===== config.mk =====
export PLATFORM = sky130hd
export DESIGN_NAME = target_laser_line_parser
export DESIGN_NICKNAME = d
export VERILOG_FILES = /design/src/hw/rtl/tlp_pkg.sv /design/src/hw/rtl/target_laser_line_parser.sv
export SDC_FILE = /design/constraint.sdc
export NUM_CORES = 1
export LEC_CHECK = 0
export CAP_MARGIN = 20
export CORE_ASPECT_RATIO = 0.75
export CORE_MARGIN = 3
export CORE_UTILIZATION = 50
export DETAILED_ROUTE_END_ITERATION = 12
export DONT_BUFFER_PORTS = 1
export SYNTH_ARGS = -nofsm -noshare
export SYNTH_HDL_FRONTEND = slang
export SYNTH_SLANG_ARGS = --single-unit

===== constraint.sdc =====
create_clock -name clk -period 15.95 [get_ports clk]
set_clock_uncertainty 0.15 [all_clocks]
set_input_delay 0 -clock clk [delete_from_list [all_inputs] [get_ports clk]]
set_output_delay 0 -clock clk [all_outputs]
set_load 0.02 [all_outputs]

===== src/hw/rtl/tlp_pkg.sv =====
// shared types and character constants for the target/laser line parser
package tlp_pkg;

  localparam int MAX_LINE_DEF = 127;
  localparam int VAL_W        = 16;
  localparam int NUM_PARTS    = 2;
  localparam int NUM_FIELDS   = 3;

  localparam logic [VAL_W-1:0] SAT_MAG = 16'h8000;
  localparam logic [VAL_W-1:0] POS_MAX = 16'h7FFF;

  localparam logic [7:0] CH_NUL   = 8'h00;
  localparam logic [7:0] CH_TAB   = 8'h09;
  localparam logic [7:0] CH_NL    = 8'h0A;
  localparam logic [7:0] CH_VT    = 8'h0B;
  localparam logic [7:0] CH_FF    = 8'h0C;
  localparam logic [7:0] CH_CR    = 8'h0D;
  localparam logic [7:0] CH_SPACE = 8'h20;
  localparam logic [7:0] CH_PLUS  = 8'h2B;
  localparam logic [7:0] CH_COMMA = 8'h2C;
  localparam logic [7:0] CH_MINUS = 8'h2D;
  localparam logic [7:0] CH_ZERO  = 8'h30;
  localparam logic [7:0] CH_NINE  = 8'h39;
  localparam logic [7:0] CH_COLON = 8'h3A;
  localparam logic [7:0] CH_SEMI  = 8'h3B;
  localparam logic [7:0] CH_L     = 8'h4C;
  localparam logic [7:0] CH_T     = 8'h54;

  // where we are inside one ';' part
  typedef enum logic [1:0] {
    PFX_LETTER = 2'd0,
    PFX_COLON  = 2'd1,
    PFX_FIELDS = 2'd2,
    PFX_SKIP   = 2'd3
  } prefix_t;

  // atoi progress of the open token
  typedef enum logic [1:0] {
    PH_IDLE   = 2'd0,
    PH_BLANK  = 2'd1,
    PH_DIGITS = 2'd2,
    PH_DONE   = 2'd3
  } phase_t;

  function automatic logic is_blank(input logic [7:0] c);
    return (c == CH_SPACE) || (c == CH_TAB) || (c == CH_VT) || (c == CH_FF) ||
           (c == CH_CR);
  endfunction

  function automatic logic is_digit(input logic [7:0] c);
    return (c >= CH_ZERO) && (c <= CH_NINE);
  endfunction

endpackage


===== src/hw/rtl/target_laser_line_parser.sv =====
// target/laser line parser: byte stream in, one parsed record per newline out
//
// usage
//   input channel: one received uart byte per beat (in_valid/in_ready/in_rx_byte)
//   output channel: one record per newline byte (out_valid/out_ready and payload):
//     out_parse_ok plus the six stored values after the line was committed
//   every byte is consumed in the cycle it is accepted; a record appears on the
//     output in the cycle after its newline beat and holds until taken
//   throughput: one byte per cycle, set by the single state-update stage; the
//     output register frees itself in the same cycle it is taken, so a newline
//     can be accepted while the previous record is being read
//   stall: while a record waits with out_ready low, in_ready is low
//   reset (rst_n low, synchronous): stored values zero, line state cleared,
//     no record pending
//   a byte that would bring a line to MAX_LINE bytes drops the line so far with no
//     record; parsing restarts after it and the next newline still gives a record
//   a nul byte freezes parsing until the newline, bytes still count toward length
module target_laser_line_parser
  import tlp_pkg::*;
#(
  parameter int MAX_LINE = MAX_LINE_DEF
) (
  input  logic                    clk,
  input  logic                    rst_n,
  input  logic                    in_valid,
  output logic                    in_ready,
  input  logic [7:0]              in_rx_byte,
  output logic                    out_valid,
  input  logic                    out_ready,
  output logic                    out_parse_ok,
  output logic signed [VAL_W-1:0] out_target_x,
  output logic signed [VAL_W-1:0] out_target_y,
  output logic signed [VAL_W-1:0] out_target_status,
  output logic signed [VAL_W-1:0] out_laser_x,
  output logic signed [VAL_W-1:0] out_laser_y,
  output logic signed [VAL_W-1:0] out_laser_status
);

  // line length counter only has to reach MAX_LINE-1
  localparam int LenW = $clog2(MAX_LINE + 1);
  localparam logic [LenW-1:0] LenLimit = LenW'(MAX_LINE - 1);

  // stored (committed) values
  logic [VAL_W-1:0] tgt_r [NUM_FIELDS];
  logic [VAL_W-1:0] tgt_nxt [NUM_FIELDS];
  logic [VAL_W-1:0] lsr_r [NUM_FIELDS];
  logic [VAL_W-1:0] lsr_nxt [NUM_FIELDS];

  // per-line pending fields, committed at the newline
  logic [VAL_W-1:0] pend_val_r [NUM_PARTS][NUM_FIELDS];
  logic [VAL_W-1:0] pend_val_nxt [NUM_PARTS][NUM_FIELDS];
  logic             pend_ok_r [NUM_PARTS][NUM_FIELDS];
  logic             pend_ok_nxt [NUM_PARTS][NUM_FIELDS];

  // line parse state
  logic [1:0]       part_idx_r, part_idx_nxt;
  logic             part_open_r, part_open_nxt;
  prefix_t          prefix_r, prefix_nxt;
  logic [1:0]       field_idx_r, field_idx_nxt;
  phase_t           phase_r, phase_nxt;
  logic             neg_r, neg_nxt;
  logic [VAL_W-1:0] acc_r, acc_nxt;
  logic [LenW-1:0]  line_len_r, line_len_nxt;
  logic             ended_r, ended_nxt;

  // output register
  logic             out_valid_r, out_valid_nxt;
  logic             out_ok_r, out_ok_nxt;
  logic [VAL_W-1:0] out_tgt_r [NUM_FIELDS];
  logic [VAL_W-1:0] out_lsr_r [NUM_FIELDS];

  // combinational helpers
  logic             in_fire;
  logic             tok_end;
  logic             tok_store;
  logic             tok_part;
  logic [VAL_W-1:0] tok_val;
  logic             line_ok;
  logic             line_clear;
  logic [1:0]       part_new;
  phase_t           fc_phase;
  logic             fc_neg;
  logic [VAL_W-1:0] fc_acc;
  logic             fc_sign;
  logic [VAL_W+2:0] fc_prod;

  // the output register empties in the cycle it is taken
  assign in_ready = !out_valid_r || out_ready;
  assign in_fire  = in_valid && in_ready;

  // value of the open token by atoi rules, saturated to 16 bits
  always_comb begin
    if (neg_r) begin
      tok_val = ~acc_r + VAL_W'(1);
    end else if (acc_r > POS_MAX) begin
      tok_val = POS_MAX;
    end else begin
      tok_val = acc_r;
    end
  end

  // part_index saturates at three
  assign part_new = (part_idx_r == 2'd3) ? 2'd3 : part_idx_r + 2'd1;

  // per-byte next state
  always_comb begin
    tgt_nxt       = tgt_r;
    lsr_nxt       = lsr_r;
    pend_val_nxt  = pend_val_r;
    pend_ok_nxt   = pend_ok_r;
    part_idx_nxt  = part_idx_r;
    part_open_nxt = part_open_r;
    prefix_nxt    = prefix_r;
    field_idx_nxt = field_idx_r;
    phase_nxt     = phase_r;
    neg_nxt       = neg_r;
    acc_nxt       = acc_r;
    line_len_nxt  = line_len_r;
    ended_nxt     = ended_r;
    out_valid_nxt = out_valid_r && !out_ready;
    out_ok_nxt    = out_ok_r;
    tok_end       = 1'b0;
    line_ok       = 1'b0;
    line_clear    = 1'b0;
    fc_phase      = phase_r;
    fc_neg        = neg_r;
    fc_acc        = acc_r;
    fc_sign       = 1'b0;
    fc_prod       = '0;

    if (in_fire) begin
      if (in_rx_byte == CH_NL) begin
        tok_end = part_open_r && (prefix_r == PFX_FIELDS);
      end else if (line_len_r >= LenLimit) begin
        line_clear = 1'b1;
      end else begin
        line_len_nxt = line_len_r + LenW'(1);
        if (!ended_r) begin
          if (in_rx_byte == CH_NUL) begin
            ended_nxt = 1'b1;
          end else if (in_rx_byte == CH_SEMI) begin
            if (part_open_r) begin
              tok_end       = (prefix_r == PFX_FIELDS);
              part_open_nxt = 1'b0;
            end
          end else if (!part_open_r) begin
            // first byte of a new part is its prefix letter
            part_open_nxt = 1'b1;
            part_idx_nxt  = part_new;
            field_idx_nxt = 2'd0;
            phase_nxt     = PH_IDLE;
            if (part_new == 2'd1) begin
              prefix_nxt = (in_rx_byte == CH_T) ? PFX_COLON : PFX_SKIP;
            end else if (part_new == 2'd2) begin
              prefix_nxt = (in_rx_byte == CH_L) ? PFX_COLON : PFX_SKIP;
            end else begin
              prefix_nxt = PFX_SKIP;
            end
          end else begin
            unique case (prefix_r)
              PFX_LETTER: begin
                if (part_idx_r == 2'd1) begin
                  prefix_nxt = (in_rx_byte == CH_T) ? PFX_COLON : PFX_SKIP;
                end else begin
                  prefix_nxt = (in_rx_byte == CH_L) ? PFX_COLON : PFX_SKIP;
                end
              end
              PFX_COLON: begin
                prefix_nxt = (in_rx_byte == CH_COLON) ? PFX_FIELDS : PFX_SKIP;
              end
              PFX_FIELDS: begin
                if (in_rx_byte == CH_COMMA) begin
                  tok_end = 1'b1;
                end else begin
                  if (fc_phase == PH_IDLE) begin
                    fc_phase = PH_BLANK;
                    fc_neg   = 1'b0;
                    fc_acc   = '0;
                  end
                  if (fc_phase == PH_BLANK) begin
                    if (is_blank(in_rx_byte)) begin
                      fc_phase = PH_BLANK;
                    end else if (in_rx_byte == CH_PLUS || in_rx_byte == CH_MINUS) begin
                      fc_neg   = (in_rx_byte == CH_MINUS);
                      fc_phase = PH_DIGITS;
                      fc_sign  = 1'b1;
                    end else if (is_digit(in_rx_byte)) begin
                      fc_phase = PH_DIGITS;
                    end else begin
                      fc_phase = PH_DONE;
                    end
                  end
                  if (fc_phase == PH_DIGITS && !fc_sign) begin
                    if (is_digit(in_rx_byte)) begin
                      fc_prod = ({3'b000, fc_acc} << 3) + ({3'b000, fc_acc} << 1) +
                                (VAL_W + 3)'(in_rx_byte[3:0]);
                      fc_acc  = (fc_prod > (VAL_W + 3)'(SAT_MAG)) ? SAT_MAG
                                                                  : fc_prod[VAL_W-1:0];
                    end else begin
                      fc_phase = PH_DONE;
                    end
                  end
                  phase_nxt = fc_phase;
                  neg_nxt   = fc_neg;
                  acc_nxt   = fc_acc;
                end
              end
              PFX_SKIP: begin
                prefix_nxt = PFX_SKIP;
              end
              default: begin
                prefix_nxt = PFX_SKIP;
              end
            endcase
          end
        end
      end
    end

    // close the open token: keep it if it belongs to a wanted field
    if (tok_end && phase_r != PH_IDLE) begin
      for (int p = 0; p < NUM_PARTS; p++) begin
        for (int i = 0; i < NUM_FIELDS; i++) begin
          if (tok_store && (tok_part == p[0]) && (field_idx_r == i[1:0])) begin
            pend_val_nxt[p][i] = tok_val;
            pend_ok_nxt[p][i]  = 1'b1;
          end
        end
      end
      field_idx_nxt = (field_idx_r == 2'd3) ? 2'd3 : field_idx_r + 2'd1;
      phase_nxt     = PH_IDLE;
    end

    // newline: commit when both parts were seen, then emit the record
    if (in_fire && in_rx_byte == CH_NL) begin
      line_ok = (part_idx_r >= 2'd2);
      for (int i = 0; i < NUM_FIELDS; i++) begin
        if (line_ok && pend_ok_nxt[0][i]) begin
          tgt_nxt[i] = pend_val_nxt[0][i];
        end
        if (line_ok && pend_ok_nxt[1][i]) begin
          lsr_nxt[i] = pend_val_nxt[1][i];
        end
      end
      out_valid_nxt = 1'b1;
      out_ok_nxt    = line_ok;
      line_clear    = 1'b1;
    end

    if (line_clear) begin
      part_idx_nxt  = 2'd0;
      part_open_nxt = 1'b0;
      prefix_nxt    = PFX_LETTER;
      field_idx_nxt = 2'd0;
      phase_nxt     = PH_IDLE;
      neg_nxt       = 1'b0;
      acc_nxt       = '0;
      line_len_nxt  = '0;
      ended_nxt     = 1'b0;
      for (int p = 0; p < NUM_PARTS; p++) begin
        for (int i = 0; i < NUM_FIELDS; i++) begin
          pend_ok_nxt[p][i] = 1'b0;
        end
      end
    end
  end

  // token lands in part one or two, first three fields only
  assign tok_store = (part_idx_r == 2'd1 || part_idx_r == 2'd2) && (field_idx_r != 2'd3);
  assign tok_part  = (part_idx_r == 2'd2);

  // control and stored state
  always_ff @(posedge clk) begin
    if (!rst_n) begin
      part_idx_r  <= 2'd0;
      part_open_r <= 1'b0;
      prefix_r    <= PFX_LETTER;
      field_idx_r <= 2'd0;
      phase_r     <= PH_IDLE;
      neg_r       <= 1'b0;
      acc_r       <= '0;
      line_len_r  <= '0;
      ended_r     <= 1'b0;
      out_valid_r <= 1'b0;
      for (int i = 0; i < NUM_FIELDS; i++) begin
        tgt_r[i] <= '0;
        lsr_r[i] <= '0;
      end
      for (int p = 0; p < NUM_PARTS; p++) begin
        for (int i = 0; i < NUM_FIELDS; i++) begin
          pend_ok_r[p][i] <= 1'b0;
        end
      end
    end else begin
      part_idx_r  <= part_idx_nxt;
      part_open_r <= part_open_nxt;
      prefix_r    <= prefix_nxt;
      field_idx_r <= field_idx_nxt;
      phase_r     <= phase_nxt;
      neg_r       <= neg_nxt;
      acc_r       <= acc_nxt;
      line_len_r  <= line_len_nxt;
      ended_r     <= ended_nxt;
      out_valid_r <= out_valid_nxt;
      tgt_r       <= tgt_nxt;
      lsr_r       <= lsr_nxt;
      pend_ok_r   <= pend_ok_nxt;
    end
  end

  // payload registers, no reset needed
  always_ff @(posedge clk) begin
    pend_val_r <= pend_val_nxt;
    out_ok_r   <= out_ok_nxt;
    if (in_fire && in_rx_byte == CH_NL) begin
      out_tgt_r <= tgt_nxt;
      out_lsr_r <= lsr_nxt;
    end
  end

  assign out_valid         = out_valid_r;
  assign out_parse_ok      = out_ok_r;
  assign out_target_x      = $signed(out_tgt_r[0]);
  assign out_target_y      = $signed(out_tgt_r[1]);
  assign out_target_status = $signed(out_tgt_r[2]);
  assign out_laser_x       = $signed(out_lsr_r[0]);
  assign out_laser_y       = $signed(out_lsr_r[1]);
  assign out_laser_status  = $signed(out_lsr_r[2]);

  // a token can only be open inside a part whose prefix matched
  a_token_in_fields: assert property (@(posedge clk) disable iff (!rst_n)
    (phase_r != PH_IDLE) |-> (part_open_r && prefix_r == PFX_FIELDS))
    else $error("token open outside a field section");

  // the prefix letter is only awaited between parts
  a_letter_closed: assert property (@(posedge clk) disable iff (!rst_n)
    part_open_r |-> (prefix_r != PFX_LETTER))
    else $error("open part still waiting for its letter");

  // line length never passes the drop limit
  a_len_bound: assert property (@(posedge clk) disable iff (!rst_n)
    line_len_r <= LenLimit)
    else $error("line length past limit");

  // a new record only follows a newline beat
  a_rec_from_nl: assert property (@(posedge clk) disable iff (!rst_n)
    $rose(out_valid_r) |-> $past(in_valid && in_ready && in_rx_byte == CH_NL))
    else $error("record without newline");

endmodule


==> results.ini <==
[status]
outcome = finished, final reports clean

[worst_setup_path]
crit_family = simple AND/OR/NAND/NOR gates
critPathSlowestCell = nor2_4
end_kind = register
cp_num_buf_inv = 2
crit_required_ns = 16.27
crit_fanout = 36
crit_arrival_ns = 4.77
r2r_setup_slack_ns = 11.69
path_cells = dlygate4sd3_1 > nor2b_1 > nand4_1 > nor2_4 > nand2_1 > a21oi_2 > a2bb2oi_1 > and2_1 > dlygate4sd3_1
path_class = input pin to register
cp_slowest_stage_delay_ns = 0.88
cpMostUsedCell = dlygate4sd3_1
crit_path_start_kind = input pin

[detailed_routing]
top_layer = met4
drt_pre_antenna_iters = 5
drt-total-wl_um = 36170
drc = 0
routedWlPerCell_um = 19.72
dr_wl_met2_um = 14920
via_count = 10506
met3_length_um = 2414
antenna_left = 0
wl_met1_um = 18160
viasPerCell = 5.728
drtIter0Drc = 867

[global_route]
grt_usage_pct = 22.86
grt_first_pass_wirelength_um = 56340
grt_remaining_overflow = 0
antenna_found_initial = 0
grt_pass1_vias = 9647
grt_start_max_net_pins = 92

[floorplanning]
rows = 53
start_util_pct = 51.13
core_area_mm2 = 0.02825
die_y_um = 153.2
die_w_um = 202.3
ios = 111
die_area_mm2 = 0.03098

[synth]
yosys.area_share.simple_pct = 16.23
ys_ff_latch = 330
syn_area_mm2 = 0.01444
synth_compound_area_share_pct = 18.33
synth_edf_count = 97
yosysWarnings = 0
synth_fa_ha_area_share_pct = 3.656
postSynthAreaPerCell_um2 = 9.968
ys.flop_type = dfxtp_1
synth_top_area_cell = dfxtp_1
synth_top_area_share_pct = 32.29
yosysUniqueCellTypes = 70
syn-num-nets = 1502
synth_top_cells_by_area = dfxtp_1 (32%), edfxtp_1 (20%), nand2_1 (5.4%)
synthMuxAreaShare_pct = 4.331
syn-instance-count = 1449
ys_seq_area_share_pct = 52.46
synth-async-reset-ratio_pct = 0
synth_top_family_by_area = compound AO/OA/AOI/OAI gates
yosys.area_share.xor_xnor_pct = 1.273

[timing]
min_period_ns = 4.447
hold_viol = 0
relSlewSlack_pct = 25.37
whs_ns = 0.008328
rsz0062_at_grt = no
worstMarginPinSlew_ns = 1.116
finalSetupTns_ns = 0
setup_viol = 0
fin_crit_sh_pct = 27.88
finalMaxSlewViolations = 0
max_freq_mhz = 224.9

[clock_network]
cts.sinks = 330
ctsResizeCount = 0
clkTransAtPathRegs_ns = 0.06
postCtsSetupRepairBufs = 0
numCtsBuffers = 34
clock_latency_ns = 0.52
root_buffer = clkbuf_16
cts_max_level = 2
clock_path_buffers = 3
cts_tree = built

[final_layout]
fillers = 2505
final_common_cell = dfxtp_1
final_cells = 1834
drive_gt1_share_pct = 7.039
most-common-layout-cells = dfxtp_1 (233), nand2_1 (206), o21ai_0 (124)
fin_nets = 1477
antenna_cells = 0
synthToLayoutAreaGrowth_pct = 10.74

[power]
p_leak_nw = 6.296
power.density_mw_per_mm2 = 105.7
p_total_mw = 1.691
ir_drop_mv = 0.07240

[placed_design]
numPlacedInstances = 1755
post-dp-hpwl_um = 23140
routabilityCongestion = 0.8459
port_buffers = 0

[hold_path]
worstHoldPathType = input pin to register

[run]
maxCapViolCount = 0

==> logic make-up after synthesis <==
logic type	Yosys count
AOI/OAI and AO/OA	386
DFF	330
adders and majority gates	41
and+or+nand+nor	479
buffers and inverters	130
muxes	62
xor gates and xnor gates	21
==> cell usage after synthesis (6+ instances only) <==
library cell  count
dfxtp_1         233
nand2_1         206
o21ai_0         124
and2_1          103
edfxtp_1         97
clkbuf_1         78
nor2_1           63
mux2i_1          58
a22o_1           56
a21oi_1          49
ha_1             39
inv_1            31
a2bb2oi_1        29
o22ai_1          29
o31ai_1          17
a211oi_1         15
nand3_1          15
nor3_1           14
xor2_1           13
nor2b_1          11
a21o_1           10
nand4_1          10
nor4_1           10
buf_2             9
nand2b_1          8
xnor2_1           8
nand3b_1          6
nor4b_1           6
o2bb2ai_1         6
or4_1             6
==> power by group <==
part	leakage (nW)	switching, mW	internal, mW
Sequential	2.91	0.00272	0.860
Clock	0.544	0.329	0.464
Combinational	2.85	0.0227	0.0113
Total	6.30	0.355	1.34
==> through the flow <==
step	cell area, µm²	util (%)	setup WS [ns]
6_report	16000	56.62	11.50
5_1_grt	16000	56.62	11.24
4_1_cts	16000	56.62	11.57
3_5_place_dp	14690	51.99	11.73
3_3_place_gp	14670	51.92	11.59
2_1_floorplan	14440	-	8.520
==> worst min-delay path: cells and delay by family <==
kind	cells	cell delay, ns
simple gates	2	0.11
compound gates	4	0.55
==> repair_timing <==
action | CTS | global route
hold buffers | 18 | 0
hold endpoints to repair | 127 | 0
endpoints found under the setup margin | 0 | 0
==> sequential cells by signal, indices dropped and copies added, names as in the netlist, 2 cells and up <==
signal / cells
pend_val_r: 96
field_idx_r: 2
out_target_status: 16
part_idx_r: 2
line_len_r: 7
lsr_r: 48
out_laser_x: 16
phase_r: 2
out_laser_status: 16
out_laser_y: 16
prefix_r: 2
acc_r: 16
pend_ok_r: 6
out_target_y: 16
out_target_x: 16
tgt_r: 48
==> final cells by class <==
type / count / area (µm²) / area share [%]
Inverter: 32 / 120.1 / 0.7509
Clock buffer: 47 / 980.9 / 6.133
Sequential cell: 330 / 7577 / 47.37
Timing Repair Buffer: 37 / 344.1 / 2.151
Clock inverter: 14 / 130.1 / 0.8135
Tap cell: 385 / 481.7 / 3.012
Multi-Input combinational cell: 989 / 6361 / 39.77
==> per-layer routing <==
metal / global-route usage (%) / up-vias
met5: 0 / -
met4: 5.440 / 0
met3: 5.067 / 53
met2: 32.34 / 296
met1: 35.45 / 5010
li1: - / 5147
==> path summary, 6_finish.rpt <==
check             cells after the start              to            from
setup reg to reg                     11        acc_r[7]      phase_r[1]
hold reg to reg                       2  pend_val_r[46]  pend_val_r[46]
setup / recovery                      9       lsr_r[20]   in_rx_byte[1]
hold / removal                        6  field_idx_r[0]   in_rx_byte[1]
Note: power is estimated with default switching activity, not from simulation.
